**config.mk**
```make
export PLATFORM = sky130hd
export DESIGN_NAME = pidrc_cfg_regs
export DESIGN_NICKNAME = d
export VERILOG_FILES = /design/src/rtl/core/pidrc_pkg.sv /design/src/rtl/core/pidrc_cfg_regs.sv
export SDC_FILE = /design/constraint.sdc
export NUM_CORES = 1
export LEC_CHECK = 0
export ABC_CLOCK_PERIOD_IN_PS = 2000
export BUFFER_PORTS_ARGS = -buffer_cell sky130_fd_sc_hd__buf_2
export CAP_MARGIN = 20
export CORE_ASPECT_RATIO = 1.75
export CORE_UTILIZATION = 54
export DETAILED_ROUTE_END_ITERATION = 10
export GPL_TIMING_DRIVEN = 0
export PLACE_DENSITY = 0.85
export SLEW_MARGIN = 25
export SYNTH_ARGS = -nofsm -noshare
export SYNTH_HDL_FRONTEND = slang
export SYNTH_SLANG_ARGS = --single-unit
```
**constraint.sdc**
```tcl
create_clock -name clk -period 2 [get_ports clk]
set_input_delay 0.2 -clock clk [delete_from_list [all_inputs] [get_ports clk]]
set_output_delay 0.2 -clock clk [all_outputs]
set_load 0.01 [all_outputs]
```
**src/rtl/core/pidrc_pkg.sv**
```systemverilog
// ----------------------------------------------------------------------------
// pidrc_pkg
// Widths, register codes, reset values and payload types shared by the
// PID regulator pipeline.
// ----------------------------------------------------------------------------
`default_nettype none

package pidrc_pkg;

    localparam int SampleW  = 16;
    localparam int ErrW     = SampleW + 1;
    localparam int DeltaW   = ErrW + 1;
    localparam int GainW    = 32;
    localparam int LimitW   = 16;
    localparam int FracW    = 16;
    localparam int IntW     = LimitW + FracW;     // clamped integrator, Q16.16
    localparam int ProdPW   = GainW + ErrW;       // kp * err, ki_ts * err
    localparam int ProdDW   = GainW + DeltaW;     // kd_over_ts * delta
    localparam int IsumW    = ProdPW + 1;         // integrator + ki_ts * err
    localparam int PdW      = ProdDW + 1;         // p term + d term
    localparam int SumW     = PdW + 1;            // all three terms
    localparam int CfgIdxW  = 3;
    localparam int CfgDataW = 32;

    localparam logic signed [LimitW-1:0] LimitHighReset = 16'sh7FFF;
    localparam logic signed [LimitW-1:0] LimitLowReset  = 16'sh8000;

    typedef enum logic [CfgIdxW-1:0] {
        REG_KP         = 3'd0,
        REG_KI_TS      = 3'd1,
        REG_KD_OVER_TS = 3'd2,
        REG_LIMIT_HIGH = 3'd3,
        REG_LIMIT_LOW  = 3'd4
    } cfg_reg_t;

    typedef struct packed {
        logic signed [GainW-1:0]  kp;
        logic signed [GainW-1:0]  ki_ts;
        logic signed [GainW-1:0]  kd_over_ts;
        logic signed [LimitW-1:0] upper_lim;
        logic signed [LimitW-1:0] lower_lim;
    } cfg_t;

    typedef struct packed {
        logic                     restart;
        logic signed [ErrW-1:0]   err;
        logic signed [DeltaW-1:0] delta;
    } err_item_t;

    typedef struct packed {
        logic                     restart;
        logic signed [ProdPW-1:0] p_term;
        logic signed [ProdPW-1:0] i_incr;
        logic signed [ProdDW-1:0] d_term;
    } prod_item_t;

    typedef struct packed {
        logic                   restart;
        logic signed [PdW-1:0]  pd_sum;
        logic signed [IntW-1:0] integ;
    } acc_item_t;

    // Limit as a Q16.16 value.
    function automatic logic signed [IntW-1:0] limit_q(input logic signed [LimitW-1:0] lim);
        return {lim, {FracW{1'b0}}};
    endfunction

endpackage

`default_nettype wire

```
**src/rtl/core/pidrc_cfg_regs.sv**
```systemverilog
// ----------------------------------------------------------------------------
// pidrc_cfg_regs
// Gain and limit registers, written through the plain write port.
// ----------------------------------------------------------------------------
`default_nettype none

module pidrc_cfg_regs (
    input  logic                              clk,
    input  logic                              rst_n,
    input  logic                              cfg_we,
    input  logic [pidrc_pkg::CfgIdxW-1:0]     cfg_index,
    input  logic [pidrc_pkg::CfgDataW-1:0]    cfg_wdata,
    output pidrc_pkg::cfg_t                   cfg
);

    pidrc_pkg::cfg_t cfg_reg;
    pidrc_pkg::cfg_t cfg_next;

    always_comb
    begin
        cfg_next = cfg_reg;
        if (cfg_we)
        begin
            case (cfg_index)
                pidrc_pkg::REG_KP:         cfg_next.kp         = cfg_wdata;
                pidrc_pkg::REG_KI_TS:      cfg_next.ki_ts      = cfg_wdata;
                pidrc_pkg::REG_KD_OVER_TS: cfg_next.kd_over_ts = cfg_wdata;
                pidrc_pkg::REG_LIMIT_HIGH:
                    cfg_next.upper_lim = cfg_wdata[pidrc_pkg::LimitW-1:0];
                pidrc_pkg::REG_LIMIT_LOW:
                    cfg_next.lower_lim = cfg_wdata[pidrc_pkg::LimitW-1:0];
                default: ;  // drop writes to unknown indexes
            endcase
        end
    end

    always_ff @(posedge clk or negedge rst_n)
    begin
        if (!rst_n)
        begin
            cfg_reg.kp         <= '0;
            cfg_reg.ki_ts      <= '0;
            cfg_reg.kd_over_ts <= '0;
            cfg_reg.upper_lim  <= pidrc_pkg::LimitHighReset;
            cfg_reg.lower_lim  <= pidrc_pkg::LimitLowReset;
        end
        else
        begin
            cfg_reg <= cfg_next;
        end
    end

    assign cfg = cfg_reg;

endmodule

`default_nettype wire

```
==> run_results.csv <==
group,metric,value,unit
status,status,"finished clean",
global_routing,grt_pass1_wl,16800,um
clocking,clock_latency,410,ps
setup_path,end_kind,"output pin",
setup_path,crit_fanout,2,
finish,multi_input_area,1550,sq um
synth,synth_top_area_cell,"dfrtp_1",
global_routing,grt_antenna_before_repair,0,
placed_design,portBuffers,165,
sta,report.final.slew_viol_count,0,
routing,avgRoutedWirePerCell,17.5,um
synth,synth_top_area_share,57.2,%
finish,area_delta_synth_final,32.8,%
clocking,cts_tree,"built",
finish,drive_gt1_share,61.2,%
global_routing,grt_pass1_vias,3290,
die,die-area,9480,sq um
sta,relSlewSlack,61.5,%
clocking,postCtsSetupBuffers,0,
sta,rsz0062_at_grt,"no",
die,floorplan.initialDensity,56.2,%
finish,final_nets,499,
setup_path,arrival,1070,ps
synth,synthCells,275,
finish,final_common_cell,"buf_2",
placed_design,hpwl,7330,um
sta,fin_hold_ws,35.7,ps
sta,fin_skew,0,ps
setup_path,crit_buf_inv,1,
routing,via_count,3031,
finish,seq_area,3220,sq um
setup_path,crit_slowest_cell,"dfstp_2",
setup_path,start_kind,"register",
synth,synthTopCellsByArea,"dfrtp_1 57%, mux2_1 15%, mux2_2 12%, dfstp_2 8.6%, mux2_4 3.1%",
setup_path,cpLargestDelayFamily,"flip-flops",
routing,remaining_drc_errors,0,
global_routing,grt_max_degree,66,
setup_path,r2r-end,"cfg[82]",
placed_design,gp_congestion,0.749,
synth,syn-num-nets,313,
setup_path,rrSetupSlack,1210,ps
pwr,ir_drop,785,uV
synth,synth_seq_cells,128,
clocking,cts_sinks,128,
global_routing,overflow,0,
setup_path,rr_worst_depth,1,
setup_path,path_depth,1,
hold_path,hp-class,"input port to register",
synth,yosysUniqueCellTypes,10,
finish,antenna_cells,0,
routing,wirelength,10300,um
clocking,path_clk_slew,50,ps
flow_run,drv_cap,0,
clocking,cts_buffer_depth,2,
sta,finalCritPeriodShare,63.3,%
synth,netlist_area,4900,sq um
setup_path,path_cells,"buf_2",
sta,fin_tns_setup,0,ps
setup_path,crit_start,"cfg[16]",
die,core_region_area,8730,sq um
routing,antenna_left,0,
clocking,cts_inserted_buffers,17,
die,die_h,128,um
die,fp.dieW,74.0,um
die,io_pins,166,
placed_design,placed_area,5910,sq um
finish,layout_common_cells,"168 x buf_2, 112 x dfrtp_1, 65 x mux2_1, 53 x mux2_2, 17 x clkbuf_16",
setup_path,crit_type,"register to output pin",
routing,vias_per_cell,5.13,
hold_path,holdCritStartpoint,"cfg_wdata[23]",
pwr,power_density,1240,nW/um^2
global_routing,grt_usage,24.4,%
setup_path,crit_path_end,"cfg[16]",
sta,setup_viol,0,
setup_path,timing.rr.start,"cfg[82]",
synth,synth.avg_cell_area,17.8,sq um
pwr,p_leak,3.17,nW
sta,hold_viol,0,
synth,synth_warnings,0,
finish,stdcell_area,6510,sq um
clocking,h-tree-depth,4,
die,num_rows,45,
finish,nFillCells,532,
setup_path,cpPeakStageDelay,530,ps
finish,largest_register_ffs,128,
sta,fin_crit,1270,ps
routing,drt-initial-drc-count,70,
setup_path,critical_path_required,1800,ps
sta,max_freq,0.790,GHz
sta,worst_slew_pin_slew,578,ps
clocking,cts-root-buf,"clkbuf_16",
synth,yosysSeqAreaShare,65.7,%
routing,drt_first_pass_iters,4,
## cell type report
type / count / area share, %
buffer: 14 / 2.04
clock buffer: 28 / 8.40
clock inverter: 4 / 0.692
multi-input combinational: 133 / 23.8
sequential: 128 / 49.5
tap: 117 / 2.25
timing repair buffer: 167 / 13.4
## per-layer routing
layer | track usage (%) | part of all wire (%) | up-vias
li1 | - | - | 1352
met5 | 0 | 0 | -
met4 | 10.6 | 2.4 | 0
met3 | 8.33 | 5.8 | 20
met2 | 41.4 | 54 | 121
met1 | 27.0 | 38 | 1538
## cells by family (layout without fill, tap and decap cells)
kind of cell	after synthesis	count (layout)	synth area share [%]
buffers and inverters	14	213	2.70
DFF	128	128	65.7
muxes	128	128	30.2
and+or+nand+nor	5	5	1.40
## how the worst min path moves through the flow
stage	end	depth (start not counted)
6_report	cfg[55]	2
5_1_grt	cfg[55]	2
4_1_cts	cfg[55]	2
3_5_place_dp	cfg[92]	1
3_3_place_gp	cfg[81]	2
2_1_floorplan	cfg[0]	0
## synth_stat cells (all sizes together)
master,n
mux2,128
buf,14
dfstp,16
nand4b,1
nor4b,1
nor4bb,3
dfrtp,112
## metrics by stage
| stage | setup WS [ps] | cells | util, % | power [mW] |
|---|---|---|---|---|
| 2_1_floorplan | 748 | 275 | - | 4.31 |
| 5_1_grt | 697 | 591 | 74.6 | 8.46 |
| 3_5_place_dp | 426 | 558 | 67.7 | 5.16 |
| 4_1_cts | 708 | 591 | 74.6 | 8.18 |
| 6_report | 734 | 591 | 74.6 | 8.10 |
| 3_3_place_gp | -720 | 557 | 67.3 | 5.08 |
## timing repair
action / 4_1_cts / 5_1_grt
gates resized for setup: 0 / 0
hold buffers: 1 / 0
setup endpoints to repair: 0 / 0
hold endpoints to repair: 52 / 0
## report_power, final
part           switching [mW]  internal [mW]
Clock                    1.02           1.97
Sequential              0.273           3.22
Combinational           0.803          0.815
Total                    2.10           6.00
No activity file was read; power rests on OpenSTA's default activity.
