## config.mk

```make
export PLATFORM = sky130hd
export DESIGN_NAME = pidrc_mul_stage
export DESIGN_NICKNAME = d
export VERILOG_FILES = /design/src/rtl/core/pidrc_pkg.sv /design/src/rtl/core/pidrc_mul_stage.sv
export SDC_FILE = /design/constraint.sdc
export NUM_CORES = 2
export LEC_CHECK = 0
export BUFFER_PORTS_ARGS = -buffer_cell sky130_fd_sc_hd__buf_2
export CAP_MARGIN = 20
export CORE_AREA = 2 2 277 415
export DETAILED_ROUTE_END_ITERATION = 10
export DIE_AREA = 0 0 279 417
export PLACE_DENSITY = 0.75
export SYNTH_ARGS = -nofsm -noshare
export SYNTH_HDL_FRONTEND = slang
export SYNTH_SLANG_ARGS = --single-unit
```

## constraint.sdc

```tcl
create_clock -name clk -period 4.1 [get_ports clk]
set_input_delay 0.205 -clock clk [delete_from_list [all_inputs] [get_ports clk]]
set_output_delay 0.205 -clock clk [all_outputs]
set_load 0.05 [all_outputs]
```

## src/rtl/core/pidrc_pkg.sv

```systemverilog
// ----------------------------------------------------------------------------
// pidrc_pkg
// Widths, register codes, reset values and payload types shared by the
// PID regulator pipeline.
// ----------------------------------------------------------------------------
`default_nettype none

package pidrc_pkg;

    localparam int SampleW  = 16;
    localparam int ErrW     = SampleW + 1;
    localparam int DeltaW   = ErrW + 1;
    localparam int GainW    = 32;
    localparam int LimitW   = 16;
    localparam int FracW    = 16;
    localparam int IntW     = LimitW + FracW;     // clamped integrator, Q16.16
    localparam int ProdPW   = GainW + ErrW;       // kp * err, ki_ts * err
    localparam int ProdDW   = GainW + DeltaW;     // kd_over_ts * delta
    localparam int IsumW    = ProdPW + 1;         // integrator + ki_ts * err
    localparam int PdW      = ProdDW + 1;         // p term + d term
    localparam int SumW     = PdW + 1;            // all three terms
    localparam int CfgIdxW  = 3;
    localparam int CfgDataW = 32;

    localparam logic signed [LimitW-1:0] LimitHighReset = 16'sh7FFF;
    localparam logic signed [LimitW-1:0] LimitLowReset  = 16'sh8000;

    typedef enum logic [CfgIdxW-1:0] {
        REG_KP         = 3'd0,
        REG_KI_TS      = 3'd1,
        REG_KD_OVER_TS = 3'd2,
        REG_LIMIT_HIGH = 3'd3,
        REG_LIMIT_LOW  = 3'd4
    } cfg_reg_t;

    typedef struct packed {
        logic signed [GainW-1:0]  kp;
        logic signed [GainW-1:0]  ki_ts;
        logic signed [GainW-1:0]  kd_over_ts;
        logic signed [LimitW-1:0] upper_lim;
        logic signed [LimitW-1:0] lower_lim;
    } cfg_t;

    typedef struct packed {
        logic                     restart;
        logic signed [ErrW-1:0]   err;
        logic signed [DeltaW-1:0] delta;
    } err_item_t;

    typedef struct packed {
        logic                     restart;
        logic signed [ProdPW-1:0] p_term;
        logic signed [ProdPW-1:0] i_incr;
        logic signed [ProdDW-1:0] d_term;
    } prod_item_t;

    typedef struct packed {
        logic                   restart;
        logic signed [PdW-1:0]  pd_sum;
        logic signed [IntW-1:0] integ;
    } acc_item_t;

    // Limit as a Q16.16 value.
    function automatic logic signed [IntW-1:0] limit_q(input logic signed [LimitW-1:0] lim);
        return {lim, {FracW{1'b0}}};
    endfunction

endpackage

`default_nettype wire

```

## src/rtl/core/pidrc_mul_stage.sv

```systemverilog
// ----------------------------------------------------------------------------
// pidrc_mul_stage
// Product stage: the three gain multiplies, each registered.
// ----------------------------------------------------------------------------
`default_nettype none

module pidrc_mul_stage (
    input  logic                   clk,
    input  logic                   rst_n,
    input  pidrc_pkg::cfg_t        cfg,
    input  logic                   up_valid,
    output logic                   up_ready,
    input  pidrc_pkg::err_item_t   up_item,
    output logic                   dn_valid,
    input  logic                   dn_ready,
    output pidrc_pkg::prod_item_t  dn_item
);

    localparam int PExt = pidrc_pkg::ProdPW - pidrc_pkg::GainW;
    localparam int EExt = pidrc_pkg::ProdPW - pidrc_pkg::ErrW;
    localparam int DExt = pidrc_pkg::ProdDW - pidrc_pkg::GainW;
    localparam int QExt = pidrc_pkg::ProdDW - pidrc_pkg::DeltaW;

    logic                                   valid_reg;
    logic                                   valid_next;
    pidrc_pkg::prod_item_t                  item_reg;
    pidrc_pkg::prod_item_t                  item_next;
    logic signed [pidrc_pkg::ProdPW-1:0]    kp_x;
    logic signed [pidrc_pkg::ProdPW-1:0]    ki_x;
    logic signed [pidrc_pkg::ProdPW-1:0]    err_x;
    logic signed [pidrc_pkg::ProdDW-1:0]    kd_x;
    logic signed [pidrc_pkg::ProdDW-1:0]    delta_x;
    logic                                   load;

    assign up_ready = !valid_reg || dn_ready;
    assign load     = up_valid && up_ready;

    always_comb
    begin
        kp_x    = {{PExt{cfg.kp[pidrc_pkg::GainW-1]}}, cfg.kp};
        ki_x    = {{PExt{cfg.ki_ts[pidrc_pkg::GainW-1]}}, cfg.ki_ts};
        err_x   = {{EExt{up_item.err[pidrc_pkg::ErrW-1]}}, up_item.err};
        kd_x    = {{DExt{cfg.kd_over_ts[pidrc_pkg::GainW-1]}}, cfg.kd_over_ts};
        delta_x = {{QExt{up_item.delta[pidrc_pkg::DeltaW-1]}}, up_item.delta};

        item_next.restart = up_item.restart;
        item_next.p_term  = kp_x * err_x;
        item_next.i_incr  = ki_x * err_x;
        item_next.d_term  = kd_x * delta_x;
        valid_next        = load || (valid_reg && !dn_ready);
    end

    always_ff @(posedge clk or negedge rst_n)
    begin
        if (!rst_n)
        begin
            valid_reg <= 1'b0;
        end
        else
        begin
            valid_reg <= valid_next;
        end
    end

    always_ff @(posedge clk)
    begin
        if (load)
        begin
            item_reg <= item_next;
        end
    end

    assign dn_valid = valid_reg;
    assign dn_item  = item_reg;

endmodule

`default_nettype wire

```

==> metrics.txt <==
status complete, but fails checks; failing checks setup timing; worst slew pin tran ~860 ps; clock root cell clkbuf_16; number of global-route vias before repair 56.0k; Seq cells post-synth 150; placed insts slightly below 9k; worst min path class in -> reg; Post-synth EDFFs around 150; RSZ-0062 raised after global routing true; Avg Synthesized Cell Area around 9.4 um2; Layout area overhead 25.3%; Post-Place Cell Area 72,300 um2; Fmax achieved 161 MHz; FF-to-FF Start dn_valid; Worst Reg-to-Reg Cells 3; DRC 0; drt first pass iters 8; clk_skew around 19 ps; largest family of logic cells by synthesized area adder cells; detailed-route via count ~49k; H-tree levels 4; Reg2Reg Capture Point dn_item[28]; synth cell count leaders inv_1, fa_1, nand2_1; row count around 150; kind of critical path in -> reg; Worst Hold End dn_item[99]; clk_lat worst skew between 500 and 600 ps; Maximum Capacitance Violations 0; final instance area approximately 77,000 um2; hold violation total from the final report 0; Fill cells roughly 8.0k; setup violators final approximately 120; Die H between 400 and 500 um; crit path max-delay cell type fa_1; XOR/XNOR Fraction of Synth Area about 2.1%; WP data required 4410 ps; Synth area leader fa_1; Synth Area in Compound Gates about 4.4%; synth warn 0; most frequent CP cell fa_1; Top Ports ~320; Mapped Area 61,600 um2; clock buffer depth 2; max incr delay on CP between 800 and 900 ps; layout cells sized above 1 about a quarter; Synth area leaders fa_1, inv_1, edfxtp_1; simple-gate share of the synthesized area about 15%; CP Max Fanout 10; routed wire length between 150,000 and 200,000 um; most frequent cell after synthesis inv_1; worst rel slew slack between 40% and 50%; Synth cell types 67; clock transition at the registers of the reported paths ~90 ps; Net Count, Synth slightly below 9k; adder-cell area share of the yosys netlist between 50% and 60%; Congestion Overflow GR 0; hold depth 3; initial antenna violation count 18; die area ~120,000 um2; crit path capture type register; Seq/Total Area, Yosys ~7.3%; Num CTS Buffers 17; routed vias/inst 5.43; chip width between 200 and 300 um; Setup crit start cfg[44]; Detailed Place HPWL approximately 150,000 um; Avg WL per Cell 19.9 um; CTS tree built; post-synthesis mux area share less than 1%; CP startpoint kind input port; Top FF cell, synth edfxtp_1; fraction of registers with async set/reset 0.667%; Finished Layout Cells 9,102; total clock sinks 150; nets about 9.7k; flop2flop setup slack ~2100 ps; port bufs between 200 and 300; largest net degree at the start of global routing 50; CP cell instances buf_4 -> nand2_1 -> fa_1 -> inv_1 -> fa_1 -> fa_1 -> fa_1 -> fa_1 -> fa_1 -> ha_1 -> a2111oi_4 -> o21ai_2 -> a221o_1 -> or3_4 -> a21oi_4 -> o211ai_1 -> a211oi_2 -> o21ai_1 -> xor2_1; fin worst setup slack -2100 ps; Syn Inst Count about 6.6k; GP Congestion between 1 and 1.5; Final Max Slew Viols 0; first-pass GRT wire length around 280,000 um; Core Region 113,000 um2; Final min period between 6000 and 7000 ps; hold_ws slightly below 200 ps; ANT nets after route 0; Critical Path AT approximately 6500 ps; top-area cell type share of the netlist area about 52%; Initial Utilization between 50% and 60%; GRT Util Overall 31.7%; fin crit share 151%; min-delay src cfg[96]; initial DRC count 2,775
==> sequential cells by signal (all words and copies together) (netlist names) <==
signal	flops
dn_item	149
dn_valid	1
==> layout by cell type, fill, tap and decap left out, drive strengths merged, types with 11 or more instances in the layout <==
| cell type | synthesis | final |
|---|---|---|
| clkbuf | 299 | 21 |
| fa | 1595 | 1595 |
| nand4 | 18 | 18 |
| inv | 1684 | 1693 |
| a31oi | 19 | 19 |
| o21a | 21 | 21 |
| o21bai | 23 | 23 |
| buf | 3 | 1326 |
| nand2b | 29 | 29 |
| xor2 | 33 | 33 |
| nand2 | 943 | 943 |
| nor2b | 16 | 16 |
| a21o | 79 | 79 |
| and2 | 697 | 697 |
| ha | 351 | 351 |
| o21ai | 68 | 68 |
| a21oi | 120 | 120 |
| nor3 | 13 | 13 |
| xnor2 | 118 | 118 |
| a211oi | 18 | 18 |
| nand3 | 24 | 24 |
| nor2 | 139 | 139 |
| edfxtp | 149 | 149 |
| diode | 0 | 11 |
| and3 | 12 | 12 |
==> per-stage QoR <==
stage	setup slack [ps]	setup TNS [ps]	utilization, %
after floorplan	-1960	-141850	-
after detailed placement	-2700	-231490	64.1
after global routing	-2160	-170810	68.4
after CTS	-1820	-139250	67.1
after global placement	-2620	-223110	64.1
final	-2100	-159350	68.4
==> worst max path at each step <==
| stage | slack, ps | to |
|---|---|---|
| floorplan | -1960 | dn_item[139] |
| global placement | -2620 | dn_item[48] |
| detailed placement | -2700 | dn_item[48] |
| CTS | -1820 | dn_item[95] |
| global route | -2160 | dn_item[95] |
| finish | -2100 | dn_item[48] |
==> per-layer routing <==
metal / up-vias / routed length (um) / global-route usage [%]
met4: 14 / 17600 / 26.6
met2: 2170 / 97400 / 58.4
met5: - / 92 / 0
met3: 967 / 11300 / 4.80
li1: 21100 / - / -
met1: 25200 / 54900 / 30.8
==> timing repair <==
action / CTS / global route
setup endpoints to repair: 120 / 122
pin swaps: 217 / 237
resized for setup: 404 / 313
hold buffers: 5 / 0
hold endpoints to repair: 3 / 0
buffers inserted: 101 / 58
cloned: 10 / 0
==> area by class of cell <==
class | instances | area (um2) | share of cell area, %
Antenna cell | 11 | 27.5 | 0.0357
Clock buffer | 17 | 425 | 0.551
Clock inverter | 15 | 200 | 0.259
Inverter | 1684 | 6320 | 8.19
Multi-Input combinational cell | 4433 | 52600 | 68.1
Sequential cell | 150 | 4500 | 5.83
Tap cell | 1453 | 1820 | 2.35
Timing Repair Buffer | 1339 | 11300 | 14.7
==> logic make-up (layout without fill, tap and decap cells) <==
kind of cell	after synthesis	count (layout)
and+or+nand+nor	1920	1920
adders and majority gates	1946	1946
xor gates and xnor gates	151	151
buffers and inverters	1986	3055
AOI/OAI and AO/OA	415	415
muxes	1	1
DFF	150	150
other	0	11
==> worst max-delay path, delay by kind of cell <==
kind,cells,cell delay [ps]
adders and majority gates,7,3820
and+or+nand+nor,2,490
xor gates and xnor gates,1,140
AOI/OAI and AO/OA,7,1480
buffers and inverters,2,360
Power is not shown: default switching activity piles up to over one toggle a cycle in this logic, so the estimate is an artifact.
