<file path="src/rtl/core/pidrc_pkg.sv">
// ----------------------------------------------------------------------------
// pidrc_pkg
// Widths, register codes, reset values and payload types shared by the
// PID regulator pipeline.
// ----------------------------------------------------------------------------
`default_nettype none

package pidrc_pkg;

    localparam int SampleW  = 16;
    localparam int ErrW     = SampleW + 1;
    localparam int DeltaW   = ErrW + 1;
    localparam int GainW    = 32;
    localparam int LimitW   = 16;
    localparam int FracW    = 16;
    localparam int IntW     = LimitW + FracW;     // clamped integrator, Q16.16
    localparam int ProdPW   = GainW + ErrW;       // kp * err, ki_ts * err
    localparam int ProdDW   = GainW + DeltaW;     // kd_over_ts * delta
    localparam int IsumW    = ProdPW + 1;         // integrator + ki_ts * err
    localparam int PdW      = ProdDW + 1;         // p term + d term
    localparam int SumW     = PdW + 1;            // all three terms
    localparam int CfgIdxW  = 3;
    localparam int CfgDataW = 32;

    localparam logic signed [LimitW-1:0] LimitHighReset = 16'sh7FFF;
    localparam logic signed [LimitW-1:0] LimitLowReset  = 16'sh8000;

    typedef enum logic [CfgIdxW-1:0] {
        REG_KP         = 3'd0,
        REG_KI_TS      = 3'd1,
        REG_KD_OVER_TS = 3'd2,
        REG_LIMIT_HIGH = 3'd3,
        REG_LIMIT_LOW  = 3'd4
    } cfg_reg_t;

    typedef struct packed {
        logic signed [GainW-1:0]  kp;
        logic signed [GainW-1:0]  ki_ts;
        logic signed [GainW-1:0]  kd_over_ts;
        logic signed [LimitW-1:0] upper_lim;
        logic signed [LimitW-1:0] lower_lim;
    } cfg_t;

    typedef struct packed {
        logic                     restart;
        logic signed [ErrW-1:0]   err;
        logic signed [DeltaW-1:0] delta;
    } err_item_t;

    typedef struct packed {
        logic                     restart;
        logic signed [ProdPW-1:0] p_term;
        logic signed [ProdPW-1:0] i_incr;
        logic signed [ProdDW-1:0] d_term;
    } prod_item_t;

    typedef struct packed {
        logic                   restart;
        logic signed [PdW-1:0]  pd_sum;
        logic signed [IntW-1:0] integ;
    } acc_item_t;

    // Limit as a Q16.16 value.
    function automatic logic signed [IntW-1:0] limit_q(input logic signed [LimitW-1:0] lim);
        return {lim, {FracW{1'b0}}};
    endfunction

endpackage

`default_nettype wire

</file>
<file path="src/rtl/core/pidrc_acc_stage.sv">
// ----------------------------------------------------------------------------
// pidrc_acc_stage
// Integrator update with clamp, and the sum of the proportional and
// derivative terms.
// ----------------------------------------------------------------------------
`default_nettype none

module pidrc_acc_stage (
    input  logic                   clk,
    input  logic                   rst_n,
    input  pidrc_pkg::cfg_t        cfg,
    input  logic                   up_valid,
    output logic                   up_ready,
    input  pidrc_pkg::prod_item_t  up_item,
    output logic                   dn_valid,
    input  logic                   dn_ready,
    output pidrc_pkg::acc_item_t   dn_item
);

    localparam int IExt = pidrc_pkg::IsumW - pidrc_pkg::IntW;
    localparam int PExt = pidrc_pkg::PdW - pidrc_pkg::ProdPW;

    logic                                 valid_reg;
    logic                                 valid_next;
    pidrc_pkg::acc_item_t                 item_reg;
    pidrc_pkg::acc_item_t                 item_next;
    logic signed [pidrc_pkg::IntW-1:0]    integ_reg;
    logic signed [pidrc_pkg::IntW-1:0]    hi_q;
    logic signed [pidrc_pkg::IntW-1:0]    lo_q;
    logic signed [pidrc_pkg::IsumW-1:0]   isum;
    logic signed [pidrc_pkg::IsumW-1:0]   hi_x;
    logic signed [pidrc_pkg::IsumW-1:0]   lo_x;
    logic                                 load;

    assign up_ready = !valid_reg || dn_ready;
    assign load     = up_valid && up_ready;

    always_comb
    begin
        hi_q = pidrc_pkg::limit_q(cfg.upper_lim);
        lo_q = pidrc_pkg::limit_q(cfg.lower_lim);
        hi_x = {{IExt{hi_q[pidrc_pkg::IntW-1]}}, hi_q};
        lo_x = {{IExt{lo_q[pidrc_pkg::IntW-1]}}, lo_q};
        isum = {{IExt{integ_reg[pidrc_pkg::IntW-1]}}, integ_reg}
             + {up_item.i_incr[pidrc_pkg::ProdPW-1], up_item.i_incr};

        item_next.restart = up_item.restart;
        item_next.pd_sum  = {{PExt{up_item.p_term[pidrc_pkg::ProdPW-1]}}, up_item.p_term}
                          + {up_item.d_term[pidrc_pkg::ProdDW-1], up_item.d_term};
        // upper limit is tested first, so with inverted limits a sum above the upper limit resolves high
        if (up_item.restart)
        begin
            item_next.integ = '0;
        end
        else if (isum > hi_x)
        begin
            item_next.integ = hi_q;
        end
        else if (isum < lo_x)
        begin
            item_next.integ = lo_q;
        end
        else
        begin
            item_next.integ = isum[pidrc_pkg::IntW-1:0];
        end
        valid_next = load || (valid_reg && !dn_ready);
    end

    always_ff @(posedge clk or negedge rst_n)
    begin
        if (!rst_n)
        begin
            valid_reg <= 1'b0;
            integ_reg <= '0;
        end
        else
        begin
            valid_reg <= valid_next;
            if (load)
            begin
                integ_reg <= item_next.integ;
            end
        end
    end

    always_ff @(posedge clk)
    begin
        if (load)
        begin
            item_reg <= item_next;
        end
    end

    assign dn_valid = valid_reg;
    assign dn_item  = item_reg;

endmodule

`default_nettype wire

</file>
<file path="config.mk">
export PLATFORM = sky130hd
export DESIGN_NAME = pidrc_acc_stage
export DESIGN_NICKNAME = d
export VERILOG_FILES = /design/src/rtl/core/pidrc_pkg.sv /design/src/rtl/core/pidrc_acc_stage.sv
export SDC_FILE = /design/constraint.sdc
export NUM_CORES = 1
export LEC_CHECK = 0
export BUFFER_PORTS_ARGS = -buffer_cell sky130_fd_sc_hd__buf_2
export CAP_MARGIN = 5
export CORE_ASPECT_RATIO = 0.5
export CORE_UTILIZATION = 57
export DETAILED_ROUTE_END_ITERATION = 6
export GPL_TIMING_DRIVEN = 0
export HOLD_SLACK_MARGIN = 0.1
export PLACE_DENSITY = 0.87
export SYNTH_ARGS = -nofsm -noshare
export SYNTH_HDL_FRONTEND = slang
export SYNTH_SLANG_ARGS = --single-unit
export TNS_END_PERCENT = 50
</file>
<file path="constraint.sdc">
create_clock -name clk -period 8.5 [get_ports clk]
set_input_delay 0.85 -clock clk [delete_from_list [all_inputs] [get_ports clk]]
set_output_delay 0.85 -clock clk [all_outputs]
set_load 0.05 [all_outputs]
</file>
==> summary.txt, run 1 <==
Outcome
  • Status: finished, violations left
  • Failing checks: DRC

Global routing
  • Initial antenna violation count: 3
  • All-layer global routing usage: 0.337
  • Global-route wire length before repair: 55.0 mm
  • Largest net degree at the start of global routing: 54
  • Number of global-route vias before repair: 11.0k
  • Total grt overflow: 0

CTS
  • Clock sinks: 117
  • Max H-tree Level: 4
  • Setup repair bufs after CTS: 0
  • Clk root buf: clkbuf_16
  • Clock slew at reported path FFs: 0.06 ns
  • Clock Path Buffers: 2
  • Worst-Skew Late Latency: 0.45 ns
  • # hold bufs at CTS: 0
  • CTS buffer count: 17
  • Resized cells post-CTS: 0
  • CTS tree: built

Route
  • # DRC: 1
  • Routed vias/inst: 6.21
  • Via count: 11.6k
  • Total routed wirelength: 35.3 mm
  • Post-route ant nets: 0
  • Drt pass-1 iters: 7
  • WL/cell: 18.9 µm
  • Starting DRT DRC Count: 895

Floorplanning
  • Die H: 102 µm
  • Core area: 0.0196 mm²
  • Die Wd: 203 µm
  • Die area: 0.0208 mm²
  • IO Count: 367
  • Std-Cell Rows: 36
  • Starting Density: 0.587

Worst setup path
  • Startpoint types: input pin
  • CP startpoint: up_item[66]
  • FF-to-FF End: dn_item[29]
  • CP endpoint kind: register
  • WS Path Type: in -> reg
  • Worst EP required: 8.65 ns
  • R2r setup slk: 1.59 ns
  • Worst Path Max Fanout: 9
  • RR Startpoint: integ_reg[16]
  • WP data arrival: 7.21 ns
  • CP endpoint: dn_item[29]
  • R2R cell count: 20

Synth
  • Synth Area in Simple Gates: 0.162
  • Ys flop type: edfxtp_1
  • Largest cells by area after synthesis: edfxtp_1 (22%), ha_1 (18%), dfrtp_1 (7.2%)
  • Sequential share of the synthesized area: 0.291
  • Synth Register Bits: 117
  • Ys async rst share: 0.282
  • Post-synthesis adder-cell area fraction: 0.184
  • Unique masters post-synth: 80
  • Top-area cell type share of the netlist area: 0.219
  • Post-Synth XOR/XNOR Area: 0.0686
  • Post-synth EDFFs: 84
  • Post-Syn Area: 0.0115 mm²
  • Yosys top cell by area: edfxtp_1
  • Post-synthesis mux area share: 0.00740
  • Synth warn: 0
  • Mapped Avg Cell Area: 8.88 µm²
  • Post-Syn Nets: 1744
  • Syn Inst Count: 1295
  • Compound-Gate Fraction of Synth Area: 0.247
  • Main combinational cell family by area after synthesis: compound AO/OA/AOI/OAI gates

Timing
  • Setup violations, final: 0
  • RSZ-0062 raised after global routing: no
  • Final setup TNS: 0 ns
  • Fmax achieved: 142 MHz
  • Slew Limit Fails: 0
  • Hold Fails Final Rpt: 0
  • Relative slew margins: 0.364
  • Min Hold Slack: 0.490 ns
  • Worst clock skew: 0.0170 ns
  • Worst setup margin: 1.44 ns
  • Least-Margin Pin Slew: 0.942 ns
  • Crit share post-route: 0.831
  • Final min period: 7.06 ns

Cells and area
  • Max FFs per register: 84
  • Layout cell share with drive strength beyond 1: 0.215
  • Fill cells: 1573
  • Commonest non-fill, non-tap cells in the layout: buf_2 (278), ha_1 (166), nand2_1 (125), a21oi_1 (110), nor2_1 (87)
  • Most common cell after layout, fill and taps aside: buf_2
  • Nets: 2034
  • Area delta synth->final: 20.1%
  • Final core utilization: 0.705

Power and ir drop
  • IR drop worst, VDD: 0.182 mV
  • Leak pwr: 6.49 nW
  • Power Dens Cells: 349 mW/mm²

Job
  • Max Cap Viol: 0

Place
  • Detailed Place HPWL: 28.0 mm
  • Routability cong.: 0.977
  • DP Worst Slack: 1.24 ns
  • I/O Buffers: 270

Hold path
  • Type of the worst min-delay path: reg -> reg
## how the worst min path moves through the flow
| stage | cells past startpoint | end | start | slack [ns] |
|---|---|---|---|---|
| 3_3_place_gp | 2 | integ_reg[24] | integ_reg[24] | 0.47 |
| 6_report | 2 | integ_reg[8] | integ_reg[8] | 0.49 |
| 5_1_grt | 2 | integ_reg[8] | integ_reg[8] | 0.52 |
| 3_5_place_dp | 2 | integ_reg[11] | integ_reg[11] | 0.47 |
| 4_1_cts | 2 | integ_reg[11] | integ_reg[11] | 0.49 |
| 2_1_floorplan | 2 | integ_reg[16] | integ_reg[16] | 0.45 |
## logic make-up after synthesis
logic type               Yosys count
adder cells (fa/ha/maj)          168
AND/OR/NAND/NOR                  383
multiplexers                       8
AO/OA/AOI/OAI                    416
buffers and inverters            113
flip-flops                       117
XOR/XNOR                          90
## Yosys cell counts (all sizes together) (12+ instances only)
master / n
dfrtp: 33
o21a: 17
nor3: 28
o21bai: 18
nand4: 29
edfxtp: 84
xnor2: 61
a21o: 56
xor2: 29
o41ai: 12
nor2: 87
and3: 13
o211ai: 19
a31oi: 20
a21oi: 110
o21ai: 52
a211oi: 33
clkbuf: 38
inv: 64
nor2b: 15
nand2: 125
o31ai: 24
ha: 166
nand3: 31
## report_power, final
part | switching (mW) | internal [mW]
Combinational | 2.03 | 1.16
Clock | 0.306 | 0.442
Sequential | 0.0811 | 0.796
## critical path, stage by stage
cell and delay (ns):
buf_2 0.12, ha_1 0.28, clkbuf_1 0.21, a21o_1 0.23, a21o_1 0.18, a221oi_1 0.44
a211oi_1 0.12, nor3_2 0.54, o21bai_1 0.26, a311oi_1 0.57, o21ai_0 0.21, xor2_1 0.20
ha_1 0.31, nand4_1 0.15, nor4_1 0.56, nand3_1 0.18, nor4b_2 0.38, nor4_2 0.16
nor2_1 0.64, mux2i_1 0.46, a211oi_1 0.15
## cell type report
| class | count | area, µm² | area share |
|---|---|---|---|
| Antenna cell | 3 | 7.51 | 0.000544 |
| Timing Repair Buffer | 271 | 1380 | 0.0999 |
| Clock buffer | 18 | 439 | 0.0318 |
| Multi-Input combinational cell | 1065 | 7700 | 0.557 |
| Buffer | 49 | 209 | 0.0151 |
| Tap cell | 266 | 333 | 0.0241 |
| Sequential cell | 117 | 3350 | 0.243 |
| Inverter | 64 | 243 | 0.0176 |
| Clock inverter | 14 | 151 | 0.0110 |
## per-stage QoR
| step | cells | cell area (µm²) | power, mW |
|---|---|---|---|
| after detailed placement | 1832 | 13200 | 3.98 |
| after global placement | 1831 | 13200 | 3.86 |
| after CTS | 1864 | 13800 | 4.75 |
| after floorplan | 1295 | 11500 | 3.19 |
| final | 1867 | 13800 | 4.81 |
| after global routing | 1866 | 13800 | 5.14 |
## routing by layer
| layer | GRT usage | routed length, µm | vias up |
|---|---|---|---|
| met1 | 0.422 | 14800 | 5382 |
| met4 | 0.138 | 1090 | 0 |
| li1 | - | - | 5492 |
| met2 | 0.584 | 16600 | 638 |
| met5 | 0 | 0 | - |
| met3 | 0.0584 | 2820 | 85 |
Note: power is estimated with default switching activity, not from simulation.
==> run 2, diff against run 1 <==
--- a/config.mk
+++ b/config.mk
@@ -8,11 +8,11 @@
 export BUFFER_PORTS_ARGS = -buffer_cell sky130_fd_sc_hd__buf_2
 export CAP_MARGIN = 5
 export CORE_ASPECT_RATIO = 0.5
-export CORE_UTILIZATION = 57
+export CORE_UTILIZATION = 53
 export DETAILED_ROUTE_END_ITERATION = 6
 export GPL_TIMING_DRIVEN = 0
 export HOLD_SLACK_MARGIN = 0.1
-export PLACE_DENSITY = 0.87
+export PLACE_DENSITY = 0.82
 export SYNTH_ARGS = -nofsm -noshare
 export SYNTH_HDL_FRONTEND = slang
 export SYNTH_SLANG_ARGS = --single-unit
==> constraint.sdc (replaced) <==
create_clock -name clk -period 6.8 [get_ports clk]
set_input_delay 0.68 -clock clk [delete_from_list [all_inputs] [get_ports clk]]
set_output_delay 0.68 -clock clk [all_outputs]
set_load 0.05 [all_outputs]
==> summary.txt, run 2 (synthesized netlist as in run 1, its figures left out) <==
Global routing
  • All-layer global routing usage: 0.318
  • Initial antenna violation count: 1
  • Global-route wire length before repair: 55.7 mm
  • Total grt overflow: 0
  • Number of global-route vias before repair: 11.2k
  • Largest net degree at the start of global routing: 70

CTS
  • Clock Path Buffers: 2
  • # hold bufs at CTS: 0
  • Worst-Skew Late Latency: 0.45 ns
  • Max H-tree Level: 4
  • Clock sinks: 117
  • CTS tree: built
  • CTS buffer count: 17
  • Clk root buf: clkbuf_16
  • Clock slew at reported path FFs: 0.06 ns

Power and ir drop
  • Clock share of power: 0.167
  • Internal: 3.11 mW
  • IR drop worst, VDD: 0.193 mV
  • Leak pwr: 6.54 nW
  • Switching share of power: 0.491
  • Power Dens Cells: 438 mW/mm²
  • Switch Pwr: 3.00 mW
  • Comb pwr share: 0.654
  • Sequential Power Share: 0.179

Worst setup path
  • R2r setup slk: 0.33 ns
  • R2R cell count: 22
  • FF-to-FF End: dn_item[0]
  • Startpoint types: register
  • Worst Path Max Fanout: 10
  • Worst EP required: 7.06 ns
  • CP endpoint kind: register
  • WP data arrival: 6.74 ns
  • RR Startpoint: integ_reg[8]
  • WS Path Type: reg -> reg

Timing
  • RSZ-0062 raised after global routing: no
  • Fmax achieved: 155 MHz
  • Least-Margin Pin Slew: 0.959 ns
  • Setup violations, final: 0
  • Relative slew margins: 0.360
  • Hold Fails Final Rpt: 0
  • Crit share post-route: 0.952
  • Final setup TNS: 0 ns
  • Final min period: 6.47 ns
  • Slew Limit Fails: 0
  • Worst clock skew: 0.0140 ns
  • Min Hold Slack: 0.383 ns

Cells and area
  • Final core utilization: 0.668
  • Fill cells: 1714
  • Commonest non-fill, non-tap cells in the layout: buf_2 (278), ha_1 (166), nand2_1 (125), a21oi_1 (110), nor2_1 (86)
  • Nets: 2036
  • Max FFs per register: 84
  • Area delta synth->final: 21.3%
  • Design Area, Final: 0.0139 mm²
  • Most common cell after layout, fill and taps aside: buf_2
  • Finished Layout Cells: 1893
  • Layout cell share with drive strength beyond 1: 0.221

Route
  • Starting DRT DRC Count: 815
  • Post-route ant nets: 0
  • Drt pass-1 iters: 5
  • Routed vias/inst: 6.14
  • # DRC: 0
  • Via count: 11.6k
  • Total routed wirelength: 35.6 mm
  • WL/cell: 18.8 µm

Place
  • Cell area after placement: 0.0132 mm²
  • I/O Buffers: 270
  • Cells after DPL: 1858
  • Routability cong.: 0.990
  • Detailed Place HPWL: 27.9 mm

Floorplanning
  • IO Count: 367
  • Core area: 0.0209 mm²
  • Die H: 106 µm
  • Die Wd: 210 µm
  • Starting Density: 0.550
  • Die area: 0.0223 mm²
  • Std-Cell Rows: 37

Job
  • Max Cap Viol: 0

Hold path
  • Type of the worst min-delay path: in -> async

Outcome
  • Status: finished, final reports clean
[run 2: cell types whose count changed in the layout (fill, tap and decap cells not counted), sizes merged]
cell	previous run	this run
buf	282	284
clkinv	7	6
bufinv	2	5
inv	67	66
clkbuf	56	55
diode	3	1
[run 2: cell type report]
class / instances / area [µm²] / share of cell area
diodes: 1 / 2.50 / 0.000179
plain buffers: 49 / 213 / 0.0153
clock buffers: 17 / 425 / 0.0305
clock inverters: 15 / 228 / 0.0163
inverters: 64 / 243 / 0.0174
multi-input cells: 1065 / 7720 / 0.554
flip-flops and latches: 117 / 3350 / 0.240
well taps: 292 / 365 / 0.0262
repair buffers: 273 / 1390 / 0.100
[run 2: layer usage]
layer	track usage	wire [µm]
met1	0.391	15000
met2	0.540	16800
met5	0	0
met3	0.0679	2430
met4	0.138	1290
[run 2: worst max-delay path by stage]
| stage | startpoint | endpoint | cells after the start |
|---|---|---|---|
| detailed placement | up_item[66] | dn_item[29] | 21 |
| floorplan | up_item[66] | integ_reg[1] | 23 |
| global route | integ_reg[16] | integ_reg[11] | 23 |
| global placement | up_item[66] | dn_item[29] | 21 |
| finish | integ_reg[8] | dn_item[0] | 22 |
| CTS | integ_reg[16] | integ_reg[27] | 22 |
[run 2: critical path, stage by stage (launching register included)]
cell	delay, ns
dfrtp_1	0.39
ha_1	0.37
a21oi_1	0.27
o221ai_2	0.18
a221oi_2	0.51
a211oi_1	0.20
nor3_2	0.33
o21bai_1	0.23
a311oi_2	0.44
o21ai_0	0.18
xor2_1	0.24
ha_1	0.29
a211oi_1	0.33
o22ai_1	0.14
nor4_1	0.34
nand2_1	0.09
o31a_1	0.33
mux2i_1	0.34
a31oi_2	0.14
or3_1	0.39
buf_2	0.17
buf_4	0.18
nor2_1	0.20
[run 2: metrics by stage]
step                power [mW]  setup slack (ns)
global placement          4.83            -0.274
global route              6.56           0.00248
detailed placement        4.96            -0.434
floorplan                 3.98              1.12
finish                    6.11             0.328
CTS                       6.02            0.0242
[run 2: power groups by stage]
stage | logic (mW) | clock network, mW | registers (mW)
after floorplan | 2.62 | 0 | 1.37
after global placement | 3.73 | 0 | 1.10
after detailed placement | 3.86 | 0 | 1.10
after CTS | 3.90 | 1.03 | 1.09
after global routing | 4.39 | 1.06 | 1.11
final | 4.00 | 1.02 | 1.09
[run 2: what timing repair did]
| item | 4_1_cts | 5_1_grt |
|---|---|---|
| resized for setup | 2 | 9 |
| setup endpoints to repair | 3 | 64 |
| setup buffers | 0 | 2 |
| pin swaps | 0 | 1 |
