===== src/rtl/core/pidrc_pkg.sv =====
// ----------------------------------------------------------------------------
// pidrc_pkg
// Widths, register codes, reset values and payload types shared by the
// PID regulator pipeline.
// ----------------------------------------------------------------------------
`default_nettype none

package pidrc_pkg;

    localparam int SampleW  = 16;
    localparam int ErrW     = SampleW + 1;
    localparam int DeltaW   = ErrW + 1;
    localparam int GainW    = 32;
    localparam int LimitW   = 16;
    localparam int FracW    = 16;
    localparam int IntW     = LimitW + FracW;     // clamped integrator, Q16.16
    localparam int ProdPW   = GainW + ErrW;       // kp * err, ki_ts * err
    localparam int ProdDW   = GainW + DeltaW;     // kd_over_ts * delta
    localparam int IsumW    = ProdPW + 1;         // integrator + ki_ts * err
    localparam int PdW      = ProdDW + 1;         // p term + d term
    localparam int SumW     = PdW + 1;            // all three terms
    localparam int CfgIdxW  = 3;
    localparam int CfgDataW = 32;

    localparam logic signed [LimitW-1:0] LimitHighReset = 16'sh7FFF;
    localparam logic signed [LimitW-1:0] LimitLowReset  = 16'sh8000;

    typedef enum logic [CfgIdxW-1:0] {
        REG_KP         = 3'd0,
        REG_KI_TS      = 3'd1,
        REG_KD_OVER_TS = 3'd2,
        REG_LIMIT_HIGH = 3'd3,
        REG_LIMIT_LOW  = 3'd4
    } cfg_reg_t;

    typedef struct packed {
        logic signed [GainW-1:0]  kp;
        logic signed [GainW-1:0]  ki_ts;
        logic signed [GainW-1:0]  kd_over_ts;
        logic signed [LimitW-1:0] upper_lim;
        logic signed [LimitW-1:0] lower_lim;
    } cfg_t;

    typedef struct packed {
        logic                     restart;
        logic signed [ErrW-1:0]   err;
        logic signed [DeltaW-1:0] delta;
    } err_item_t;

    typedef struct packed {
        logic                     restart;
        logic signed [ProdPW-1:0] p_term;
        logic signed [ProdPW-1:0] i_incr;
        logic signed [ProdDW-1:0] d_term;
    } prod_item_t;

    typedef struct packed {
        logic                   restart;
        logic signed [PdW-1:0]  pd_sum;
        logic signed [IntW-1:0] integ;
    } acc_item_t;

    // Limit as a Q16.16 value.
    function automatic logic signed [IntW-1:0] limit_q(input logic signed [LimitW-1:0] lim);
        return {lim, {FracW{1'b0}}};
    endfunction

endpackage

`default_nettype wire


===== src/rtl/core/pidrc_out_stage.sv =====
// ----------------------------------------------------------------------------
// pidrc_out_stage
// Output register: total sum, clamp to the limits, saturation flag.
// ----------------------------------------------------------------------------
`default_nettype none

module pidrc_out_stage (
    input  logic                                  clk,
    input  logic                                  rst_n,
    input  pidrc_pkg::cfg_t                       cfg,
    input  logic                                  up_valid,
    output logic                                  up_ready,
    input  pidrc_pkg::acc_item_t                  up_item,
    output logic                                  dn_valid,
    input  logic                                  dn_ready,
    output logic signed [pidrc_pkg::LimitW-1:0]   drive,
    output logic                                  saturated
);

    localparam int IExt = pidrc_pkg::SumW - pidrc_pkg::IntW;

    logic                                   valid_reg;
    logic                                   valid_next;
    logic signed [pidrc_pkg::LimitW-1:0]    drive_reg;
    logic signed [pidrc_pkg::LimitW-1:0]    drive_next;
    logic                                   sat_reg;
    logic                                   sat_next;
    logic signed [pidrc_pkg::IntW-1:0]      hi_q;
    logic signed [pidrc_pkg::IntW-1:0]      lo_q;
    logic signed [pidrc_pkg::SumW-1:0]      sum;
    logic signed [pidrc_pkg::SumW-1:0]      hi_x;
    logic signed [pidrc_pkg::SumW-1:0]      lo_x;
    logic signed [pidrc_pkg::IntW-1:0]      clamped;
    logic                                   load;

    assign up_ready = !valid_reg || dn_ready;
    assign load     = up_valid && up_ready;

    always_comb
    begin
        hi_q = pidrc_pkg::limit_q(cfg.upper_lim);
        lo_q = pidrc_pkg::limit_q(cfg.lower_lim);
        hi_x = {{IExt{hi_q[pidrc_pkg::IntW-1]}}, hi_q};
        lo_x = {{IExt{lo_q[pidrc_pkg::IntW-1]}}, lo_q};
        sum  = {up_item.pd_sum[pidrc_pkg::PdW-1], up_item.pd_sum}
             + {{IExt{up_item.integ[pidrc_pkg::IntW-1]}}, up_item.integ};

        if (sum > hi_x)
        begin
            clamped  = hi_q;
            sat_next = 1'b1;
        end
        else if (sum < lo_x)
        begin
            clamped  = lo_q;
            sat_next = 1'b1;
        end
        else
        begin
            clamped  = sum[pidrc_pkg::IntW-1:0];
            sat_next = 1'b0;
        end

        // integer part; the clamped value always fits Q16.16
        drive_next = clamped[pidrc_pkg::IntW-1:pidrc_pkg::FracW];
        if (up_item.restart)
        begin
            drive_next = '0;
            sat_next   = 1'b0;
        end
        valid_next = load || (valid_reg && !dn_ready);
    end

    always_ff @(posedge clk or negedge rst_n)
    begin
        if (!rst_n)
        begin
            valid_reg <= 1'b0;
        end
        else
        begin
            valid_reg <= valid_next;
        end
    end

    always_ff @(posedge clk)
    begin
        if (load)
        begin
            drive_reg <= drive_next;
            sat_reg   <= sat_next;
        end
    end

    assign dn_valid  = valid_reg;
    assign drive     = drive_reg;
    assign saturated = sat_reg;

endmodule

`default_nettype wire


===== config.mk =====
export PLATFORM = sky130hd
export DESIGN_NAME = pidrc_out_stage
export DESIGN_NICKNAME = d
export VERILOG_FILES = /design/src/rtl/core/pidrc_pkg.sv /design/src/rtl/core/pidrc_out_stage.sv
export SDC_FILE = /design/constraint.sdc
export NUM_CORES = 1
export LEC_CHECK = 0
export BUFFER_PORTS_ARGS = -buffer_cell sky130_fd_sc_hd__buf_2
export CELL_PAD_IN_SITES_DETAIL_PLACEMENT = 1
export CELL_PAD_IN_SITES_GLOBAL_PLACEMENT = 1
export CORE_MARGIN = 1
export CORE_UTILIZATION = 36
export CTS_BUF_LIST = sky130_fd_sc_hd__clkbuf_8
export CTS_CLUSTER_DIAMETER = 100
export DETAILED_ROUTE_END_ITERATION = 8
export MAX_ROUTING_LAYER = met4
export PLACE_DENSITY_LB_ADDON = 0.25
export SLEW_MARGIN = 10
export SYNTH_ARGS = -nofsm -noshare
export SYNTH_HDL_FRONTEND = slang
export SYNTH_SLANG_ARGS = --single-unit

===== constraint.sdc =====
create_clock -name clk -period 1.52 [get_ports clk]
set_clock_uncertainty 0.05 [all_clocks]
set_input_delay 0.076 -clock clk [delete_from_list [all_inputs] [get_ports clk]]
set_output_delay 0.076 -clock clk [all_outputs]
set_load 0.05 [all_outputs]

==> results of run 1 <==
-- critical path, stage by stage --
cell and delay [ns]:
buf_6 0.10, ha_4 0.16, fa_2 0.37, a21oi_2 0.16, nand4b_1 0.23, a211oi_4 0.12
o21a_1 0.22, o2111ai_4 0.25, a21oi_4 0.12, o2111ai_4 0.25, nand3b_1 0.16, xor2_2 0.18
ha_1 0.30, nand4_1 0.12, nor3_2 0.22, nand2_2 0.14, a2111oi_4 0.25, nand4_1 0.14
or4_4 0.51, nor4_4 0.23, buf_4 0.19, buf_8 0.13, o31ai_1 0.09, a31oi_1 0.23
-- layer usage --
layer / vias up / share of wire (%) / track usage (%)
li1: 3661 / - / -
met4: 0 / 3.3 / 9.13
met5: - / 0 / -
met2: 271 / 48 / 52.5
met3: 68 / 4.5 / 1.57
met1: 3665 / 44 / 38.6
-- worst paths after layout --
kind,from,endpoint,slack [ns],cells past startpoint
min in group asynchronous,rst_n,dn_valid,0.08,2
hold / removal,dn_ready,dn_valid,0.04,3
setup reg to reg,dn_valid,saturated,0.35,2
hold reg to reg,dn_valid,dn_valid,0.50,2
max in group asynchronous,rst_n,dn_valid,1.24,2
setup / recovery,up_item[0],drive[9],-3.37,24
-- cells in the mapped netlist (4+ instances only) --
| library cell | n | area share, % |
|---|---|---|
| o21ai_0 | 45 | 3.9 |
| o211ai_1 | 9 | 1.2 |
| mux2i_1 | 17 | 2.9 |
| xor2_1 | 10 | 1.5 |
| nand3_1 | 13 | 1.1 |
| o31ai_1 | 15 | 1.9 |
| a2111oi_0 | 4 | 0.60 |
| nor3_1 | 16 | 1.4 |
| nand4b_1 | 4 | 0.60 |
| o2111ai_1 | 5 | 0.75 |
| a21oi_1 | 81 | 7.0 |
| a211o_1 | 5 | 0.75 |
| nand4_1 | 26 | 2.8 |
| xnor2_1 | 26 | 3.9 |
| a31oi_1 | 9 | 0.97 |
| a21o_1 | 35 | 4.5 |
| clkbuf_1 | 22 | 1.4 |
| or3_1 | 5 | 0.54 |
| nor2b_1 | 8 | 0.86 |
| o21bai_1 | 11 | 1.4 |
| and2_1 | 6 | 0.65 |
| nor2_1 | 44 | 2.8 |
| nand2b_1 | 13 | 1.4 |
| o21a_1 | 9 | 1.2 |
| a21boi_0 | 4 | 0.52 |
| nand2_1 | 54 | 3.5 |
| inv_1 | 51 | 3.3 |
| and3_1 | 7 | 0.75 |
| or2_2 | 5 | 0.54 |
| a211oi_1 | 14 | 1.8 |
| edfxtp_1 | 17 | 8.8 |
| ha_1 | 122 | 26 |
-- where the power goes --
group / leakage [nW] / switching, mW / internal, mW / total, mW
logic: 4.41 / 2.79 / 2.45 / 5.24
clock network: 0.0231 / 0.189 / 0.181 / 0.370
registers: 0.177 / 0.0208 / 0.625 / 0.646
total: 4.61 / 3.00 / 3.26 / 6.26
-- what timing repair did --
| action | CTS | global route |
|---|---|---|
| resized for setup | 18 | 22 |
| setup endpoints to repair | 17 | 17 |
| gates cloned | 0 | 3 |
| buffers inserted | 11 | 1 |
| hold buffers | 2 | 0 |
| pin swaps | 4 | 3 |
| hold endpoints to repair | 2 | 0 |
-- per-stage QoR --
step,hold WS [ns],worst slack [ns],instances,cell area (um2)
floorplan,-0.270,-2.94,763,5950
global placement,-0.193,-3.48,1338,8660
detailed placement,-0.190,-3.75,1338,8660
CTS,0.0629,-3.18,1355,8890
global route,0.0579,-3.64,1359,9060
finish,0.0410,-3.37,1359,9060
-- logic make-up after synthesis --
logic type | after synthesis | synth area share [%]
AOI/OAI and AO/OA | 277 | 31.2
and+or+nand+nor | 211 | 18.5
adders and majority gates | 123 | 26.6
buffers and inverters | 78 | 5.45
xor gates and xnor gates | 36 | 5.43
muxes | 20 | 3.51
DFF | 18 | 9.22
-- final cells by class --
class	count	area [um2]	area share [%]
multi-input cells	667	5230	57.7
flip-flops and latches	18	536	5.91
clock inverters	1	3.75	0.0414
clock buffers	3	41.3	0.456
repair buffers	403	2790	30.8
well taps	216	270	2.98
inverters	51	191	2.11
==> impl_results.md, run 1 <==
- Hpwl dp: between 20,000 and 25,000 um
- GRT Total Usage: approximately 31%
- Most common cell after layout, fill and taps aside: buf_4
- WL per Instance: around 19 um
- Yosys warning total: 0
- Antenna violations before repair: 0
- Sink Count: 18
- Top achievable clock speed: approximately 200 MHz
- Initial core utilization: about 37%
- Pre-antenna DRT Iters: 5
- CP Capture Type: flip-flop
- TritonCTS clock tree: done
- Critical Path RT: approximately 1.6 ns
- CTS max path bufs: 2
- Area grow syn2layout: 56.0%
- Syn Nets: ~1,100
- Period utilisation layout: 322%
- Die area: approximately 0.017 mm2
- Post-Route WL: roughly 26,000 um
- Worst-path fanout max: 8
- # IOs: approximately 240
- Yosys cell types: 68
- CP arrival: slightly below 5 ns
- Mapped Cells: around 760
- Final setup viols: 17
- Final min period: between 4 and 5 ns
- Hold Vio Cnt, Final: 0
- Number of global-route vias before repair: 7,960
- Slew Viols, Final: 0
- Initial DRC count: approximately 500
- RSZ-0062 raised after global routing: yes
- Synth Flop Type: edfxtp_1
- Via Count: about 7,700
- Routed vias/inst: between 5 and 6
- Hold WC Path Type: in2reg
- Kind of critical path: in2reg
- Pwr Total: roughly 6.3 mW
- Standard-cell rows: 46
- Grt total ovfl: 0
- Post-synth EDFFs: 17
- Clk Latency, worst-skew pair: around 0.26 ns
- Mean area per synthesized cell: approximately 7.6 um2
- Worst Setup Slack, final: -3.37 ns
- Number of buffers created by CTS: 3
- Relative slew slack: about half
- Failing checks: negative setup slack
- Power Density: between 600 and 700 mW/mm2
- Largest net degree at the start of global routing: 22
- Post-layout util: a little under three fifths
- Clk root buf: clkbuf_8
- Status: finished, violations left
- Core area: approximately 0.016 mm2
- Diodes inserted: 0
- NumNets Final: 1,483
- Setup crit start kind: input port
- Filler Cell Count: about 2,000
- Max cap viols: 0
- Final setup TNS: -56.29 ns
- Worst slew pin tran: between 0.7 and 0.8 ns
- Global-route wire length before repair: between 30,000 and 40,000 um
- Seq/Total Area, Yosys: around 9.2%
- Commonest non-fill, non-tap cells in the layout: buf_4, buf_2, ha_1
- Die Wd: roughly 130 um
- # port buffers: about 140
- Post-Syn Area: between 0.005 and 0.006 mm2
- Share of cells above drive strength 1: between 40% and 50%
- Leak: ~4.6 nW
- H-tree levels: 1
- Die H: roughly 130 um
- Async SR Flop Fraction: around 5.6%
- Max reg flops: 16
- # DRC: 0
- Global placer's final weighted congestion: 0.870
- Reg clk slew, reported paths: 0.08 ns
- Peak VDD IR: roughly 0.36 mV
- ANT nets after route: 0
- Flops & latches, synth: 18
Note: power is estimated with default switching activity, not from simulation.
==> run 2, diff against run 1 <==
--- a/config.mk
+++ b/config.mk
@@ -14,7 +14,7 @@
 export CTS_CLUSTER_DIAMETER = 100
 export DETAILED_ROUTE_END_ITERATION = 8
 export MAX_ROUTING_LAYER = met4
-export PLACE_DENSITY_LB_ADDON = 0.25
+export PLACE_DENSITY = 0.83
 export SLEW_MARGIN = 10
 export SYNTH_ARGS = -nofsm -noshare
 export SYNTH_HDL_FRONTEND = slang
==> run 2 against run 1 <==
  * Highest routed layer unchanged
  * Via count rose by 20%
  * Register-to-register slack barely moved
  * Sequential share of layout area fell by 0.31 points
  * First-iteration DRC count rose by 99%
  * Utilization rose by 3.2 points
  * Non-clock buffer count rose by 9
  * The flow still finishes with violations (negative setup slack)
  * Power rose by 24%
  * Maximum frequency fell by 17%
  * Die area did not move
  * Critical path type unchanged
  * Largest power group unchanged
  * Count of clock-buffer cells in the layout did not move
==> impl_results.md, run 2 (synthesis gave the netlist of run 1 again) <==
- Status: finished, violations left
- Failing checks: negative setup slack
- Period utilisation layout: 387% (+65 points)
- # port buffers: 138 (unchanged)
- Critical Path RT: 1.44 ns (-0.14 ns)
- Worst-path fanout max: 10 (+2)
- GRT Total Usage: 33.9% (+3.4 points)
- Global placer's final weighted congestion: 0.933 (+7.2%)
- Worst Setup Slack, final: -4.36 ns (-0.995 ns)
- Most common cell after layout, fill and taps aside: buf_4
- Final min period: 5.88 ns (+0.995 ns)
- NumNets Final: 1,492 (+0.61%)
- RSZ-0062 raised after global routing: yes
- Antenna violations before repair: 6 (+6)
- # DRC: 0 (unchanged)
- CP Capture Type: flip-flop
- Global-route wire length before repair: 43,500 um (+10%)
- Pre-antenna DRT Iters: 5 (unchanged)
- Core area: 0.0158 mm2 (unchanged)
- Hold_sp: dn_ready
- Comb pwr share: 86.7% (+2.9 points)
- Die Wd: 129 um (unchanged)
- Routed vias/inst: 6.68 (+19%)
- Share of cells above drive strength 1: 45.9% (+5.5 points)
- Final setup viols: 17 (unchanged)
- Area grow syn2layout: 64.6%
- Initial DRC count: 1,001 (+99%)
- CP startpoint: up_item[0]
- CTS max path bufs: 2 (unchanged)
- Kind of critical path: in2reg
- Sink Count: 18 (unchanged)
- Number of buffers created by CTS: 3 (unchanged)
- Top achievable clock speed: 170 MHz (-17%)
- Die H: 129 um (unchanged)
- Register share of total power: 8.4% (-1.9 points)
- Slew Viols, Final: 0 (unchanged)
- CP arrival: 5.81 ns (+0.86 ns)
- Via Count: 9,185 (+20%)
- Post-layout util: 60.4% (+3.2 points)
- Leak: 4.70 nW (+2.0%)
- Relative slew slack: 12.9% (-38 points)
- Internal Pwr Total: 3.66 mW (+12%)
- Clk root buf: clkbuf_8
- Clk Latency, worst-skew pair: 0.25 ns (about the same)
- CP max stage cell: o31ai_1
- Reg clk slew, reported paths: 0.10 ns (+0.02 ns)
- H-tree levels: 1 (unchanged)
- Largest net degree at the start of global routing: 22 (unchanged)
- Crit-path max cell delay: 1.05 ns (+0.54 ns)
- Number of global-route vias before repair: 8,584 (+7.8%)
- Post-Route WL: 40,200 um (+55%)
- Post-Place Setup Slack: -3.87 ns (-0.128 ns)
- WL per Instance: 29.3 um (+53%)
- Clk network pwr share: 4.9% (-1.0 points)
- Die area: 0.0166 mm2 (unchanged)
- Hpwl dp: 23,000 um (+12%)
- Reg2reg start: dn_valid
- Hold Vio Cnt, Final: 0 (unchanged)
- Placed cell areas: 0.00860 mm2 (-0.78%)
- Final setup TNS: -68.03 ns (-11.75 ns)
- Max cap viols: 0 (unchanged)
- Max reg flops: 16 (unchanged)
- Initial core utilization: 36.7% (unchanged)
- Sw frac: 53.0% (+5.0 points)
- Peak VDD IR: 0.349 mV (-3.5%)
- Final instance area: 0.00956 mm2 (+5.5%)
- Worst slew pin tran: 1.30 ns (+0.565 ns)
- Power Density: 813 mW/mm2 (+18%)
- Grt total ovfl: 0 (unchanged)
- Standard-cell rows: 46 (unchanged)
- Setup crit start kind: input port
- Commonest non-fill, non-tap cells in the layout: buf_4, buf_2, ha_1
- P_sw: 4.12 mW (+37%)
- Hold WC Path Type: in2reg
- ANT nets after route: 0 (unchanged)
- TritonCTS clock tree: done
- Crit-path cells: buf_6 > ha_4 > fa_2 > a21oi_2 > nand4b_1 > a211oi_4 > o211ai_1 > a21o_1 > a21boi_4 > o21ai_4 > mux2i_1 > nor2_1 > ha_1 > nand4_1 > nor2_2 > o21ai_0 > a31oi_1 > nor2_1 > mux2i_2 > buf_4 > o31ai_1 > a21oi_2
- # IOs: 235 (unchanged)
[run 2: layout make-up]
cell class | count | area (um2)
Tap cell | 216 | 270
Clock buffer | 3 | 41.3
Inverter | 51 | 191
Fill cell | 1923 | 6270
Clock inverter | 1 | 3.75
Sequential cell | 18 | 536
Timing Repair Buffer | 412 | 2870
Antenna cell | 6 | 15.0
Multi-Input combinational cell | 667 | 5640
[run 2: metrics by stage]
stage          std cells  hold slack [ns]  power, mW
2_1_floorplan        763           -0.270       3.38
3_3_place_gp        1329           -0.199       5.19
3_5_place_dp        1329           -0.195       5.61
4_1_cts             1341           0.0467       6.08
5_1_grt             1374           0.0675       7.97
6_report            1374           0.0620       7.77
[run 2: worst paths after layout]
path                       slack, ns  cells after the start   endpoint
setup / recovery               -4.36                     22   drive[6]
hold / removal                  0.06                      3   dn_valid
setup reg to reg                0.35                      2  drive[12]
hold reg to reg                 0.52                      2   dn_valid
max in group asynchronous       1.25                      2   dn_valid
min in group asynchronous       0.09                      2   dn_valid
[run 2: routing by layer]
layer	GRT usage [%]	wire, um
met5	-	0
met4	16.5	4210
met3	4.05	4510
met2	60.2	17800
met1	37.8	13700
[run 2: timing repair]
action | CTS | global route
pin swaps | 13 | 53
gates resized for setup | 19 | 102
gates cloned | 0 | 3
hold buffers | 2 | 0
buffers inserted | 6 | 25
hold endpoints to repair | 2 | 0
endpoints found under the setup margin | 17 | 17
[run 2: worst max-delay path, delay by kind of cell]
kind / cells / cell delay (ns)
adder cells (fa/ha/maj): 3 / 0.79
AO/OA/AOI/OAI: 10 / 2.91
multiplexers: 2 / 0.36
AND/OR/NAND/NOR: 5 / 1.35
buffers and inverters: 2 / 0.30
[run 2: power by group through the flow]
stage	Combinational, mW	Sequential, mW	Clock (mW)
after global placement	4.54	0.647	0
after CTS	5.09	0.641	0.356
after detailed placement	4.95	0.652	0
after global routing	6.91	0.660	0.394
after floorplan	2.54	0.838	0
final	6.73	0.656	0.381
